$ cat config.mk
export PLATFORM = sky130hd
export DESIGN_NAME = sm83_alu_with_flags
export DESIGN_NICKNAME = d
export VERILOG_FILES = /design/src/design/sm83_pkg.sv /design/src/design/sm83_alu_with_flags.sv
export SDC_FILE = /design/constraint.sdc
export NUM_CORES = 1
export LEC_CHECK = 0
export BUFFER_PORTS_ARGS = -buffer_cell sky130_fd_sc_hd__buf_2
export CAP_MARGIN = 20
export CORE_MARGIN = 2
export CORE_UTILIZATION = 26
export CTS_BUF_LIST = sky130_fd_sc_hd__clkbuf_2
export DETAILED_ROUTE_END_ITERATION = 10
export PLACE_DENSITY_LB_ADDON = 0.08
export SLEW_MARGIN = 20
export SYNTH_ARGS = -nofsm -noshare
export SYNTH_HDL_FRONTEND = slang
export SYNTH_SLANG_ARGS = --single-unit
$ cat constraint.sdc
create_clock -name clk -period 4.05 [get_ports clk]
set_input_delay 0.405 -clock clk [delete_from_list [all_inputs] [get_ports clk]]
set_output_delay 0.405 -clock clk [all_outputs]
set_load 0.02 [all_outputs]
$ cat src/design/sm83_pkg.sv
package sm83_pkg;

	localparam int FUNC_W   = 5;
	localparam int S_DATA_W = 56;
	localparam int M_DATA_W = 24;

	// flag positions in flags_in / flags_out
	localparam int FLAG_Z = 3;
	localparam int FLAG_N = 2;
	localparam int FLAG_H = 1;
	localparam int FLAG_C = 0;

	localparam logic [8:0] DAA_HI_LIMIT = 9'h09F;
	localparam logic [7:0] DAA_HI_ADJ   = 8'h60;
	localparam logic [7:0] DAA_LO_ADJ   = 8'h06;
	localparam logic [3:0] DAA_LO_LIMIT = 4'd9;

	typedef enum logic [FUNC_W-1:0] {
		FN_ADD   = 5'd0,
		FN_ADC   = 5'd1,
		FN_SUB   = 5'd2,
		FN_SBC   = 5'd3,
		FN_AND   = 5'd4,
		FN_XOR   = 5'd5,
		FN_OR    = 5'd6,
		FN_CP    = 5'd7,
		FN_INC   = 5'd8,
		FN_DEC   = 5'd9,
		FN_RLC   = 5'd10,
		FN_RRC   = 5'd11,
		FN_RL    = 5'd12,
		FN_RR    = 5'd13,
		FN_SLA   = 5'd14,
		FN_SRA   = 5'd15,
		FN_SWAP  = 5'd16,
		FN_SRL   = 5'd17,
		FN_BIT   = 5'd18,
		FN_RES   = 5'd19,
		FN_SET   = 5'd20,
		FN_DAA   = 5'd21,
		FN_CPL   = 5'd22,
		FN_SCF   = 5'd23,
		FN_CCF   = 5'd24,
		FN_RLCA  = 5'd25,
		FN_RRCA  = 5'd26,
		FN_RLA   = 5'd27,
		FN_RRA   = 5'd28,
		FN_ADD16 = 5'd29,
		FN_ADDSP = 5'd30
	} func_t;

endpackage

$ cat src/design/sm83_alu_with_flags.sv
// SM83 execution unit: each transaction carries one operation code in s_tuser
// and its operands in s_tdata, and returns the 16-bit result and the Z N H C
// flags on m_tdata. The datapath is three register stages (operand setup,
// arithmetic, flag assembly), and a result passes through all three
// registers before m_tvalid is raised. While m_tready is high one
// transaction per clock is sustained. Backpressure on m_tready holds
// only the stages that are full, so bubbles ahead of a stalled result still
// fill and s_tready stays high while any stage is free. Flags an operation
// does not touch pass through from the incoming flags.
module sm83_alu_with_flags (
	input  logic                          clk,
	input  logic                          arst_n,
	input  logic                          s_tvalid,
	output logic                          s_tready,
	// acc[7:0], operand[15:8], bit_index[18:16], wide_a[34:19],
	// wide_b[50:35], flags_in[54:51], zero pad[55]
	input  logic [sm83_pkg::S_DATA_W-1:0] s_tdata,
	// func[4:0]
	input  logic [sm83_pkg::FUNC_W-1:0]   s_tuser,
	output logic                          m_tvalid,
	input  logic                          m_tready,
	// result[15:0], flags_out[19:16], zero pad[23:20]
	output logic [sm83_pkg::M_DATA_W-1:0] m_tdata
);
	import sm83_pkg::*;

	// stage advance chain
	logic adv1, adv2, adv3;
	logic vld_s1, vld_s2, vld_s3;

	assign adv3     = !vld_s3 || m_tready;
	assign adv2     = !vld_s2 || adv3;
	assign adv1     = !vld_s1 || adv2;
	assign s_tready = adv1;

	always_ff @(posedge clk or negedge arst_n) begin
		if (!arst_n) begin
			vld_s1 <= 1'b0;
			vld_s2 <= 1'b0;
			vld_s3 <= 1'b0;
		end else begin
			if (adv1) vld_s1 <= s_tvalid;
			if (adv2) vld_s2 <= vld_s1;
			if (adv3) vld_s3 <= vld_s2;
		end
	end

	// ---------------- stage 1: unpack and set up operands
	func_t       fn_in;
	logic [7:0]  acc_in, opnd_in;
	logic [2:0]  bidx_in;
	logic [15:0] wa_in, wb_in;
	logic [3:0]  flg_in;
	logic        sub_in, t_in;

	assign fn_in   = func_t'(s_tuser);
	assign acc_in  = s_tdata[7:0];
	assign opnd_in = s_tdata[15:8];
	assign bidx_in = s_tdata[18:16];
	assign wa_in   = s_tdata[34:19];
	assign wb_in   = s_tdata[50:35];
	assign flg_in  = s_tdata[54:51];

	always_comb begin
		sub_in = fn_in inside {FN_SUB, FN_SBC, FN_CP};
		t_in   = (fn_in inside {FN_ADC, FN_SBC}) ? flg_in[FLAG_C] : 1'b0;
	end

	func_t       fn_s1;
	logic [7:0]  acc_s1, opnd_s1, b_s1, rx_s1, mask_s1;
	logic [15:0] wa_s1, wb_s1;
	logic [3:0]  flg_s1;
	logic        cin_s1, sub_s1;

	always_ff @(posedge clk) begin
		if (adv1 && s_tvalid) begin
			fn_s1   <= fn_in;
			acc_s1  <= acc_in;
			opnd_s1 <= opnd_in;
			// subtract as add of the complement with inverted borrow
			b_s1    <= sub_in ? ~opnd_in : opnd_in;
			cin_s1  <= sub_in ? ~t_in : t_in;
			sub_s1  <= sub_in;
			rx_s1   <= (fn_in inside {FN_RLCA, FN_RRCA, FN_RLA, FN_RRA}) ? acc_in : opnd_in;
			mask_s1 <= 8'b1 << bidx_in;
			wa_s1   <= wa_in;
			wb_s1   <= wb_in;
			flg_s1  <= flg_in;
		end
	end

	// ---------------- stage 2: arithmetic
	logic [8:0]  sum9, daa_x1;
	logic [4:0]  sum5, sp5;
	logic [8:0]  sp9;
	logic [16:0] w17;
	logic [12:0] w13;
	logic [15:0] sp16;
	logic        daa_lo, daa_hi, fc1;
	logic [7:0]  daa_add, daa_sub;
	logic [15:0] res_d;
	logic [7:0]  zsrc_d;
	logic        h_d, c_d;

	assign fc1  = flg_s1[FLAG_C];
	assign sum9 = {1'b0, acc_s1} + {1'b0, b_s1} + {8'b0, cin_s1};
	assign sum5 = {1'b0, acc_s1[3:0]} + {1'b0, b_s1[3:0]} + {4'b0, cin_s1};
	assign w17  = {1'b0, wa_s1} + {1'b0, wb_s1};
	assign w13  = {1'b0, wa_s1[11:0]} + {1'b0, wb_s1[11:0]};
	assign sp16 = wa_s1 + {{8{opnd_s1[7]}}, opnd_s1};
	assign sp5  = {1'b0, wa_s1[3:0]} + {1'b0, opnd_s1[3:0]};
	assign sp9  = {1'b0, wa_s1[7:0]} + {1'b0, opnd_s1};

	assign daa_lo  = flg_s1[FLAG_H] || (acc_s1[3:0] > DAA_LO_LIMIT);
	assign daa_x1  = {1'b0, acc_s1} + (daa_lo ? {1'b0, DAA_LO_ADJ} : 9'd0);
	assign daa_hi  = fc1 || (daa_x1 > DAA_HI_LIMIT);
	assign daa_add = daa_x1[7:0] + (daa_hi ? DAA_HI_ADJ : 8'd0);
	assign daa_sub = acc_s1 - (flg_s1[FLAG_H] ? DAA_LO_ADJ : 8'd0)
		- (fc1 ? DAA_HI_ADJ : 8'd0);

	always_comb begin
		res_d = {8'h00, acc_s1};
		h_d   = 1'b0;
		c_d   = 1'b0;
		case (fn_s1)
			FN_ADD, FN_ADC, FN_SUB, FN_SBC, FN_CP: begin
				res_d = {8'h00, sum9[7:0]};
				h_d   = sum5[4] ^ sub_s1;
				c_d   = sum9[8] ^ sub_s1;
			end
			FN_AND: res_d = {8'h00, acc_s1 & opnd_s1};
			FN_XOR: res_d = {8'h00, acc_s1 ^ opnd_s1};
			FN_OR:  res_d = {8'h00, acc_s1 | opnd_s1};
			FN_INC: begin
				res_d = {8'h00, opnd_s1 + 8'd1};
				h_d   = (opnd_s1[3:0] == 4'hF);
			end
			FN_DEC: begin
				res_d = {8'h00, opnd_s1 - 8'd1};
				h_d   = (opnd_s1[3:0] == 4'h0);
			end
			FN_RLC, FN_RLCA: begin
				res_d = {8'h00, rx_s1[6:0], rx_s1[7]};
				c_d   = rx_s1[7];
			end
			FN_RRC, FN_RRCA: begin
				res_d = {8'h00, rx_s1[0], rx_s1[7:1]};
				c_d   = rx_s1[0];
			end
			FN_RL, FN_RLA: begin
				res_d = {8'h00, rx_s1[6:0], fc1};
				c_d   = rx_s1[7];
			end
			FN_RR, FN_RRA: begin
				res_d = {8'h00, fc1, rx_s1[7:1]};
				c_d   = rx_s1[0];
			end
			FN_SLA: begin
				res_d = {8'h00, rx_s1[6:0], 1'b0};
				c_d   = rx_s1[7];
			end
			FN_SRA: begin
				res_d = {8'h00, rx_s1[7], rx_s1[7:1]};
				c_d   = rx_s1[0];
			end
			FN_SWAP: res_d = {8'h00, rx_s1[3:0], rx_s1[7:4]};
			FN_SRL: begin
				res_d = {8'h00, 1'b0, rx_s1[7:1]};
				c_d   = rx_s1[0];
			end
			FN_BIT: res_d = {8'h00, opnd_s1};
			FN_RES: res_d = {8'h00, opnd_s1 & ~mask_s1};
			FN_SET: res_d = {8'h00, opnd_s1 | mask_s1};
			FN_DAA: begin
				res_d = {8'h00, flg_s1[FLAG_N] ? daa_sub : daa_add};
				c_d   = flg_s1[FLAG_N] ? fc1 : daa_hi;
			end
			FN_CPL: res_d = {8'h00, ~acc_s1};
			FN_ADD16: begin
				res_d = w17[15:0];
				h_d   = w13[12];
				c_d   = w17[16];
			end
			FN_ADDSP: begin
				res_d = sp16;
				h_d   = sp5[4];
				c_d   = sp9[8];
			end
			default: res_d = {8'h00, acc_s1};
		endcase
		// compare keeps the accumulator but tests the difference
		zsrc_d = res_d[7:0];
		if (fn_s1 == FN_CP) begin
			res_d = {8'h00, acc_s1};
		end
		if (fn_s1 == FN_BIT) begin
			zsrc_d = {7'b0, |(opnd_s1 & mask_s1)};
		end
	end

	func_t       fn_s2;
	logic [15:0] res_s2;
	logic [7:0]  zsrc_s2;
	logic        h_s2, c_s2;
	logic [3:0]  flg_s2;

	always_ff @(posedge clk) begin
		if (adv2 && vld_s1) begin
			fn_s2   <= fn_s1;
			res_s2  <= res_d;
			zsrc_s2 <= zsrc_d;
			h_s2    <= h_d;
			c_s2    <= c_d;
			flg_s2  <= flg_s1;
		end
	end

	// ---------------- stage 3: flag assembly
	logic       z2, fz2, fn2, fc2;
	logic [3:0] nf_d;

	assign z2  = (zsrc_s2 == 8'h00);
	assign fz2 = flg_s2[FLAG_Z];
	assign fn2 = flg_s2[FLAG_N];
	assign fc2 = flg_s2[FLAG_C];

	// flag vector order: Z N H C
	always_comb begin
		case (fn_s2)
			FN_ADD, FN_ADC:         nf_d = {z2, 1'b0, h_s2, c_s2};
			FN_SUB, FN_SBC, FN_CP:  nf_d = {z2, 1'b1, h_s2, c_s2};
			FN_AND:                 nf_d = {z2, 1'b0, 1'b1, 1'b0};
			FN_XOR, FN_OR, FN_SWAP: nf_d = {z2, 1'b0, 1'b0, 1'b0};
			FN_INC:                 nf_d = {z2, 1'b0, h_s2, fc2};
			FN_DEC:                 nf_d = {z2, 1'b1, h_s2, fc2};
			FN_RLC, FN_RRC, FN_RL, FN_RR, FN_SLA, FN_SRA, FN_SRL:
				nf_d = {z2, 1'b0, 1'b0, c_s2};
			FN_RLCA, FN_RRCA, FN_RLA, FN_RRA:
				nf_d = {1'b0, 1'b0, 1'b0, c_s2};
			FN_BIT:                 nf_d = {z2, 1'b0, 1'b1, fc2};
			FN_DAA:                 nf_d = {z2, fn2, 1'b0, c_s2};
			FN_CPL:                 nf_d = {fz2, 1'b1, 1'b1, fc2};
			FN_SCF:                 nf_d = {fz2, 1'b0, 1'b0, 1'b1};
			FN_CCF:                 nf_d = {fz2, 1'b0, 1'b0, ~fc2};
			FN_ADD16:               nf_d = {fz2, 1'b0, h_s2, c_s2};
			FN_ADDSP:               nf_d = {1'b0, 1'b0, h_s2, c_s2};
			default:                nf_d = flg_s2;
		endcase
	end

	logic [15:0] res_s3;
	logic [3:0]  flags_s3;

	always_ff @(posedge clk) begin
		if (adv3 && vld_s2) begin
			res_s3   <= res_s2;
			flags_s3 <= nf_d;
		end
	end

	assign m_tvalid = vld_s3;
	assign m_tdata  = {4'b0000, flags_s3, res_s3};

endmodule

==> run summary, run 1 <==
The run finished with clean final reports. The run gives 1 as the initial antenna violation count. In the final timing run, aggregate negative setup slack is 0 ps. Cells with a size suffix above 1 make up 17.3% of the layout.

For this design the static power due to leakage is 4.22 nW. At the pin with the least slew margin, the transition time is 1110 ps. The type of the worst min-delay path is in -> reg. Overall die width: 192 µm.

Max-cap violations in this run came to 0. The tools report the number of hold-slack violations in the final timing report as 0. For the post-layout worst setup margin, the log shows 80.7 ps. Prior to clock tree synthesis, the placed netlist has a worst setup slack of 24.2 ps. With fillers left out, the area of the finished cells amounts to 11100 µm².

The total overflow left after global routing is 0. The commonest cells after synthesis are sky130_fd_sc_hd__edfxtp_1, sky130_fd_sc_hd__ha_1, sky130_fd_sc_hd__a21oi_1, sky130_fd_sc_hd__nand2_1, sky130_fd_sc_hd__xnor2_1. TritonCTS built the clock tree. Setup repair after global routing could not meet its margin everywhere. The pre-antenna-repair detailed-routing pass consisted of 9 iterations.

Counting flops with a built-in enable in the synthesized netlist gives 138. After synthesis, the largest area contributor takes up 45.0% of total cell area. The detail route stage leaves a number of antenna-violating nets equal to 0. The startpoint kind of the worst setup timing path is a register. The netlist area before placement is 9220 µm², and the global-route wire length before repair is 44700 µm. The logs give 17 for the total CTS buffers and 75 for the unique cell type count in the Yosys netlist. At the worst endpoint, the required time is 4640 ps. For the final-report max-slew violation count, the log shows 0. The path type of the worst setup path is reg -> reg.

For this block, the initial DRC count from the detailed router was 497. The async set-or-reset flop fraction in the synthesized netlist was 2.13%; the global-route usage over all layers was 16.7%. The floorplan step defined a die boundary enclosing 37000 µm². The core region is 34700 µm². The buffers plus inverters on the worst setup path is 3, and the switching power of the nets is 1.29 mW. The power density of the placed cells is 335 nW/µm². The detail-routed via count per cell came out at 5.03. The maximum root-to-sink buffer count was 2. Across the routed clock network, the largest skew measured is 36.8 ps. The flip-flop and latch count after synthesis is 141. The mean instance size in the synthesized netlist works out to 10.7 µm².

From synthesis to final layout, the design area changed by 21.0%. The tree is rooted in a sky130_fd_sc_hd__clkbuf_2. The most frequent cell after synthesis was sky130_fd_sc_hd__edfxtp_1. Entering global routing, the biggest net connects 71 pins. Combinational logic is responsible for 28.1% of the overall power. The tools report the total clock sinks as 141. The largest delay contributor family on the critical path was adder cells. For the worst setup path, the data arrival time is 4560 ps.

The internal power of the cells totals 2.44 mW. After detailed routing, the total wire length is 30200 µm. The starting utilization of the core area was 26.5%. The worst setup path is captured at a register.

The final period demand of the worst path works out to 3970 ps. The total via count after detailed routing is 7473. The timing-limited maximum frequency was 252 MHz; the top-level I/O count was 91. The tools report the sequential group share of total power as 50.7%. The flip-flop cell with the highest count after synthesis is sky130_fd_sc_hd__edfxtp_1.

The number of global-route vias before repair was 7168. For the worst-skew pair, the clock arrives at the later sink with an insertion delay of 820 ps. The run gives 25.2% as the worst slew margin relative to its limit. The switching part of the total power works out to 34.5%. In the final routed layout, each cell accounts on average for 20.3 µm. For this run, the register share of the synthesized area comes to 45.8%.

The final routed DRC violation total is 0. Along the worst path, the maximum fanout reaches 4. The slowest stage of the critical path belongs to the cell sky130_fd_sc_hd__fa_2. The tools report the post-route core utilization as 32.1%.

The clock network fraction of total power is 21.1%. Yosys attributes the largest share of cell area to sky130_fd_sc_hd__edfxtp_1, sky130_fd_sc_hd__ha_1, sky130_fd_sc_hd__xnor2_1. The placed instances occupy a cell area of 10200 µm².

IR analysis of the VDD net gives a maximum drop of 0.159 mV. In the synthesized netlist, the number of instances is 859. The final RePlAce weighted congestion is 0.917, and the row count is 68. Clock-pin slew was measured on the worst setup and hold paths at 230 ps. Setup violations remaining at the end of the flow were counted as 0. CTS built an H-tree with a depth of 4. In this design, the stage delay of the slowest critical-path cell is 510 ps.

Walking the worst path, the cells encountered are inv_2 > ha_1 > nor2_1 > o21ai_1 > nand2b_1 > ha_2 > fa_2 > nand3_2 > xnor2_2 > o21a_1 > a211oi_2 > inv_1 > ha_1 > inv_1 > fa_2 > nor2b_4 > o32ai_1 > nor4_1 > o211ai_1 > o22a_1. The number of buffers inserted by port buffering was 85. The total of warnings raised by yosys was 0; the fraction of the cycle the final worst path needs was 98.0%.

The height of the die was 192 µm. After the last flow step, the layout net total stands at 1147. For the placed wire-length estimate, the log shows 22500 µm. The cell accounting for the most synthesized area is sky130_fd_sc_hd__edfxtp_1.
## worst register-to-register path: stages (launching register included)
cell and delay (ps):
sky130_fd_sc_hd__edfxtp_1 500, sky130_fd_sc_hd__inv_2 90, sky130_fd_sc_hd__ha_1 140, sky130_fd_sc_hd__nor2_1 40, sky130_fd_sc_hd__o21ai_1 100, sky130_fd_sc_hd__nand2b_1 140, sky130_fd_sc_hd__ha_2 230, sky130_fd_sc_hd__fa_2 350
sky130_fd_sc_hd__nand3_2 100, sky130_fd_sc_hd__xnor2_2 120, sky130_fd_sc_hd__o21a_1 170, sky130_fd_sc_hd__a211oi_2 50, sky130_fd_sc_hd__inv_1 90, sky130_fd_sc_hd__ha_1 130, sky130_fd_sc_hd__inv_1 50, sky130_fd_sc_hd__fa_2 510
sky130_fd_sc_hd__nor2b_4 130, sky130_fd_sc_hd__o32ai_1 90, sky130_fd_sc_hd__nor4_1 290, sky130_fd_sc_hd__o211ai_1 180, sky130_fd_sc_hd__o22a_1 250
## layout make-up
cell class | instances | area (µm²)
fillers | 3578 | 23600
well taps | 455 | 569
multi-input cells | 646 | 4720
flip-flops and latches | 141 | 4220
diodes | 1 | 2.50
clock inverters | 14 | 119
inverters | 28 | 105
clock buffers | 18 | 90.1
repair buffers | 182 | 1320
## final timing paths
check / start / endpoint / slack, ps / cells past startpoint
min: s_tdata[30] / wa_s1[11]$_DFFE_PP_ / 270 / 2
max reg2reg: acc_s1[0]$_DFFE_PP_ / res_s2[6]$_DFFE_PP_ / 80 / 20
max in group asynchronous: arst_n / m_tvalid$_DFFE_PN0P_ / 3490 / 3
max: acc_s1[0]$_DFFE_PP_ / res_s2[6]$_DFFE_PP_ / 80 / 20
min in group asynchronous: arst_n / vld_s1$_DFFE_PN0N_ / 420 / 3
min reg2reg: res_s2[10]$_SDFFCE_PN0P_ / res_s3[10]$_DFFE_PP_ / 440 / 0
## power groups by stage
stage	combinational [mW]	sequential, mW	clock [mW]
finish	1.05	1.89	0.788
floorplan	0.650	1.90	0
global route	1.15	1.91	0.898
global placement	0.984	1.93	0
CTS	1.03	1.90	0.842
detailed placement	0.978	1.93	0
## state kept, by name, indices dropped and copies added, names as in the netlist, 16 cells and up
register / cells
wa_s1: 16
wb_s1: 16
res_s3: 16
res_s2: 16
## layer usage
layer,vias to the layer above,part of all wire [%],GRT usage [%]
met1,3585,47,23.3
met3,34,5.1,3.46
met5,-,0,0
met2,222,45,25.2
li1,3632,-,-
met4,0,2.5,6.31
## placed cells by master (no fill, tap or decap), drive strengths merged, types with 11 or more instances in the layout
cell type / instances
a21o: 14
a21oi: 52
a22oi: 16
a31oi: 12
buf: 115
clkbuf: 18
dlygate4sd3: 67
edfxtp: 138
ha: 59
inv: 30
mux2i: 12
nand2: 52
nand2b: 16
nand3: 18
nor2: 43
nor2b: 11
nor3: 26
o211ai: 12
o21ai: 42
o22ai: 16
xnor2: 47
xor2: 17
## what timing repair did
item	4_1_cts	5_1_grt
gates resized for setup	0	12
hold endpoints to repair	88	0
setup endpoints to repair	0	4
hold buffers	67	0
buffers inserted	0	6
## kinds of logic (layout without fill, tap and decap cells)
kind of cell | count (synthesis) | after routing | share of synthesized area (%)
AOI/OAI and AO/OA | 252 | 252 | 18.7
xor gates and xnor gates | 64 | 64 | 6.08
adders and majority gates | 66 | 66 | 9.53
buffers and inverters | 75 | 242 | 3.61
DFF | 141 | 141 | 45.8
muxes | 21 | 21 | 2.40
other | 1 | 5 | 0.0407
and+or+nand+nor | 239 | 239 | 13.8
## stage by stage
| step | total power [mW] | std cells | hold slack, ps |
|---|---|---|---|
| final | 3.73 | 1485 | 265 |
| after global routing | 3.96 | 1485 | 158 |
| after CTS | 3.77 | 1478 | 165 |
| after detailed placement | 2.91 | 1379 | 207 |
| after global placement | 2.91 | 1379 | 209 |
| after floorplan | 2.55 | 862 | 109 |
Note: power is estimated with default switching activity, not from simulation.
==> run 2, diff against run 1 <==
Settings changed: PLACE_DENSITY_LB_ADDON 0.08 to unset.
==> run summary, run 2 (same netlist as run 1, synthesis figures left out) <==
The flow ran to the end, and the final reports show no timing, DRC or antenna violations. The area occupied by multi-input gates was 4740 µm² (was 4720 µm²); the top-level I/O count was 91 (unchanged). The aggregate routed wire length is 29100 µm (was 30200 µm).

The worst setup slack for register-to-register paths was 70 ps (was 80 ps); the maximum root-to-sink buffer count was 2 (unchanged). The detail-routed via count per cell works out to 5.10 (was 5.03). The run gives 22.4% (was 23.3%) as the global-route track usage on met1.

The met2 global-route usage is 24.2% (was 25.2%), and the starting utilization of the core area is 26.5% (unchanged). The placed wire-length estimate was 22000 µm (was 22500 µm); the clock transition time at the flip-flop clock pins of the worst setup and hold paths was 250 ps (was 230 ps). The required time of the worst setup path is 4570 ps (was 4640 ps). For the worst hold-check slack, the log shows 350 ps (was 265 ps). The clock latency of the later-clocked register in the worst-skew pair is 750 ps (was 820 ps). The final RePlAce weighted congestion is 0.993 (was 0.917). The clock tree root buffer cell was sky130_fd_sc_hd__clkbuf_2 (unchanged). The fraction of final layout cells with drive strength greater than 1 is 18.4% (was 17.3%).

The logs give 17 (unchanged) for the total CTS buffers and 37000 µm² (unchanged) for the area of the die. The level count of the clock H-tree was 4 (unchanged); the met3 usage was 2.27% (was 3.46%). The average detailed-routed wire length per instance works out to 19.5 µm (was 20.3 µm). The maximum vdd ir drop came out at 0.146 mV (was 0.159 mV).

The initial antenna violation count came out at 1 (unchanged). The area of the placeable core is 34700 µm² (unchanged). For the total via count after detailed routing, the log shows 7609 (was 7473). The timing-limited maximum frequency is 252 MHz (about the same).

Number of buffers inserted by port buffering: 85 (unchanged). For the leakage power, the log shows 4.27 nW (was 4.22 nW). For the number of hold-slack violations in the final timing report, the log shows 0 (unchanged). The startpoint kind of the worst setup timing path is a register (unchanged). The final-report max-slew violation count was 0 (unchanged); the row count was 68 (unchanged).

The number of global-route vias before repair was 7184 (was 7168). The number of nets still failing antenna checks after routing came out at 0 (unchanged). The max-capacitance violation count was 0 (unchanged). The tools report the total clock sinks as 141 (unchanged).

The most utilized layer in the global route result is met2 (unchanged). Setup repair after global routing could not meet its margin everywhere. The power density of the placed cells came out at 344 nW/µm² (was 335 nW/µm²). For the setup-violating endpoint count in the final report, the log shows 0 (unchanged). Type of destination of the critical path: a register (unchanged).

The global-route usage over all layers came out at 15.8% (was 16.7%). The number of search-and-repair iterations in the first detailed-routing pass came out at 5 (was 9). The transition time at the pin with the least slew margin was 931 ps (was 1110 ps).

The final period demand of the worst path was 3980 ps (was 3970 ps). The signed area change from the synthesized netlist to the final layout is 22.4% (was 21.0%), and the worst slew margin relative to its limit is 37.5% (was 25.2%). The logs give 62 (was 71) for the maximum number of pins on one net before global-route repair and 0 (unchanged) for the final routed DRC violation total. The run gives 0 ps (unchanged) as the sum of negative setup slack. The type of the worst min-delay path is in -> reg (unchanged).

The final worst clock skew came out at 39.6 ps (was 36.8 ps). The fraction of the cycle the final worst path needs was 98.2% (was 98.0%). The register cell area after layout came out at 4220 µm² (unchanged). Path type of the worst setup path: reg -> reg (unchanged). The commonest non-fill, non-tap cell in the layout is sky130_fd_sc_hd__edfxtp_1 (unchanged). Remaining global-route overflow: 0 (unchanged). TritonCTS built the clock tree. The final-stage net count came out at 1153 (was 1147).

The endpoint arrival time on the critical path is 4500 ps (was 4560 ps). Most frequent cells in the layout: sky130_fd_sc_hd__edfxtp_1, sky130_fd_sc_hd__buf_2, sky130_fd_sc_hd__dlygate4sd3_1 (unchanged). The height of the die was 192 µm (unchanged); the highest net fanout along the worst path was 4 (unchanged). The overall die width came out at 192 µm (unchanged). For the total of fill cells in the finished design, the log shows 3567 (was 3578). The run gives 670 (was 497) as the violation count after the first detailed-route iteration. The global-route wire length before repair was 43400 µm (was 44700 µm).
==> run 2: cell count changes in the layout (fill, tap and decap cells not counted), moves of 2 or more <==
| cell | before | now |
|---|---|---|
| sky130_fd_sc_hd__buf_4 | 30 | 36 |
| sky130_fd_sc_hd__bufinv_16 | 1 | 3 |
| sky130_fd_sc_hd__clkinv_1 | 3 | 1 |
| sky130_fd_sc_hd__clkinv_4 | 2 | 5 |
| sky130_fd_sc_hd__ha_1 | 58 | 56 |
==> run 2: power by group <==
| part | internal, mW | switching (mW) | total (mW) |
|---|---|---|---|
| Clock | 0.356 | 0.598 | 0.953 |
| Combinational | 0.441 | 0.600 | 1.04 |
| Sequential | 1.78 | 0.112 | 1.89 |
==> run 2: per-stage QoR <==
step	setup WS [ps]	std cells	utilization, %	instance area, µm²	power [mW]
6_report	74.6	1491	32.5	11300	3.88
3_5_place_dp	31.5	1386	29.5	10200	2.89
4_1_cts	17.6	1485	32.2	11200	3.90
5_1_grt	-84.3	1491	32.5	11300	4.09
2_1_floorplan	33.1	862	-	9230	2.55
3_3_place_gp	144	1386	29.5	10200	2.88
==> run 2: worst paths after layout <==
kind                                startpoint  depth (start not counted)                   end
max                        acc_s1[0]$_DFFE_PP_                         20   res_s2[6]$_DFFE_PP_
max in group asynchronous               arst_n                          3  m_tvalid$_DFFE_PN0P_
max reg2reg                acc_s1[0]$_DFFE_PP_                         20   res_s2[6]$_DFFE_PP_
min                                 s_tdata[6]                          2   acc_s1[6]$_DFFE_PP_
min in group asynchronous               arst_n                          3    vld_s1$_DFFE_PN0N_
min reg2reg                res_s2[1]$_DFFE_PP_                          0   res_s3[1]$_DFFE_PP_
==> run 2: repair_timing <==
item,4_1_cts,5_1_grt
endpoints found under the hold margin,85,0
gates resized for setup,0,17
buffers inserted,0,5
hold buffers,67,0
setup endpoints to repair,0,4
==> run 2: area by class of cell <==
class / count / area share (%)
timing repair buffer: 188 / 12.1
multi-input combinational: 646 / 42.0
sequential: 141 / 37.4
tap: 455 / 5.05
inverter: 28 / 0.932
clock buffer: 17 / 0.755
antenna: 1 / 0.0222
clock inverter: 15 / 1.66
==> run 2: metal layers <==
metal	share of wire, %	wire [µm]
met1	47	13600
met2	45	13000
met3	5.5	1600
met4	2.9	852
met5	0	0
==> run 2: worst max-delay path, cell delays in order, from the launching register on <==
cell and delay (ps):
sky130_fd_sc_hd__edfxtp_1 500, sky130_fd_sc_hd__inv_2 120, sky130_fd_sc_hd__ha_4 140, sky130_fd_sc_hd__nor2_2 30, sky130_fd_sc_hd__o21ai_1 110, sky130_fd_sc_hd__nand2b_1 110, sky130_fd_sc_hd__ha_2 210, sky130_fd_sc_hd__fa_2 350
sky130_fd_sc_hd__nand3_2 100, sky130_fd_sc_hd__xnor2_2 130, sky130_fd_sc_hd__o21a_1 150, sky130_fd_sc_hd__a211oi_2 60, sky130_fd_sc_hd__inv_1 90, sky130_fd_sc_hd__ha_2 170, sky130_fd_sc_hd__inv_2 30, sky130_fd_sc_hd__fa_1 480
sky130_fd_sc_hd__nor2b_4 150, sky130_fd_sc_hd__o32ai_2 80, sky130_fd_sc_hd__nor4_1 300, sky130_fd_sc_hd__o211ai_1 200, sky130_fd_sc_hd__o22a_1 260
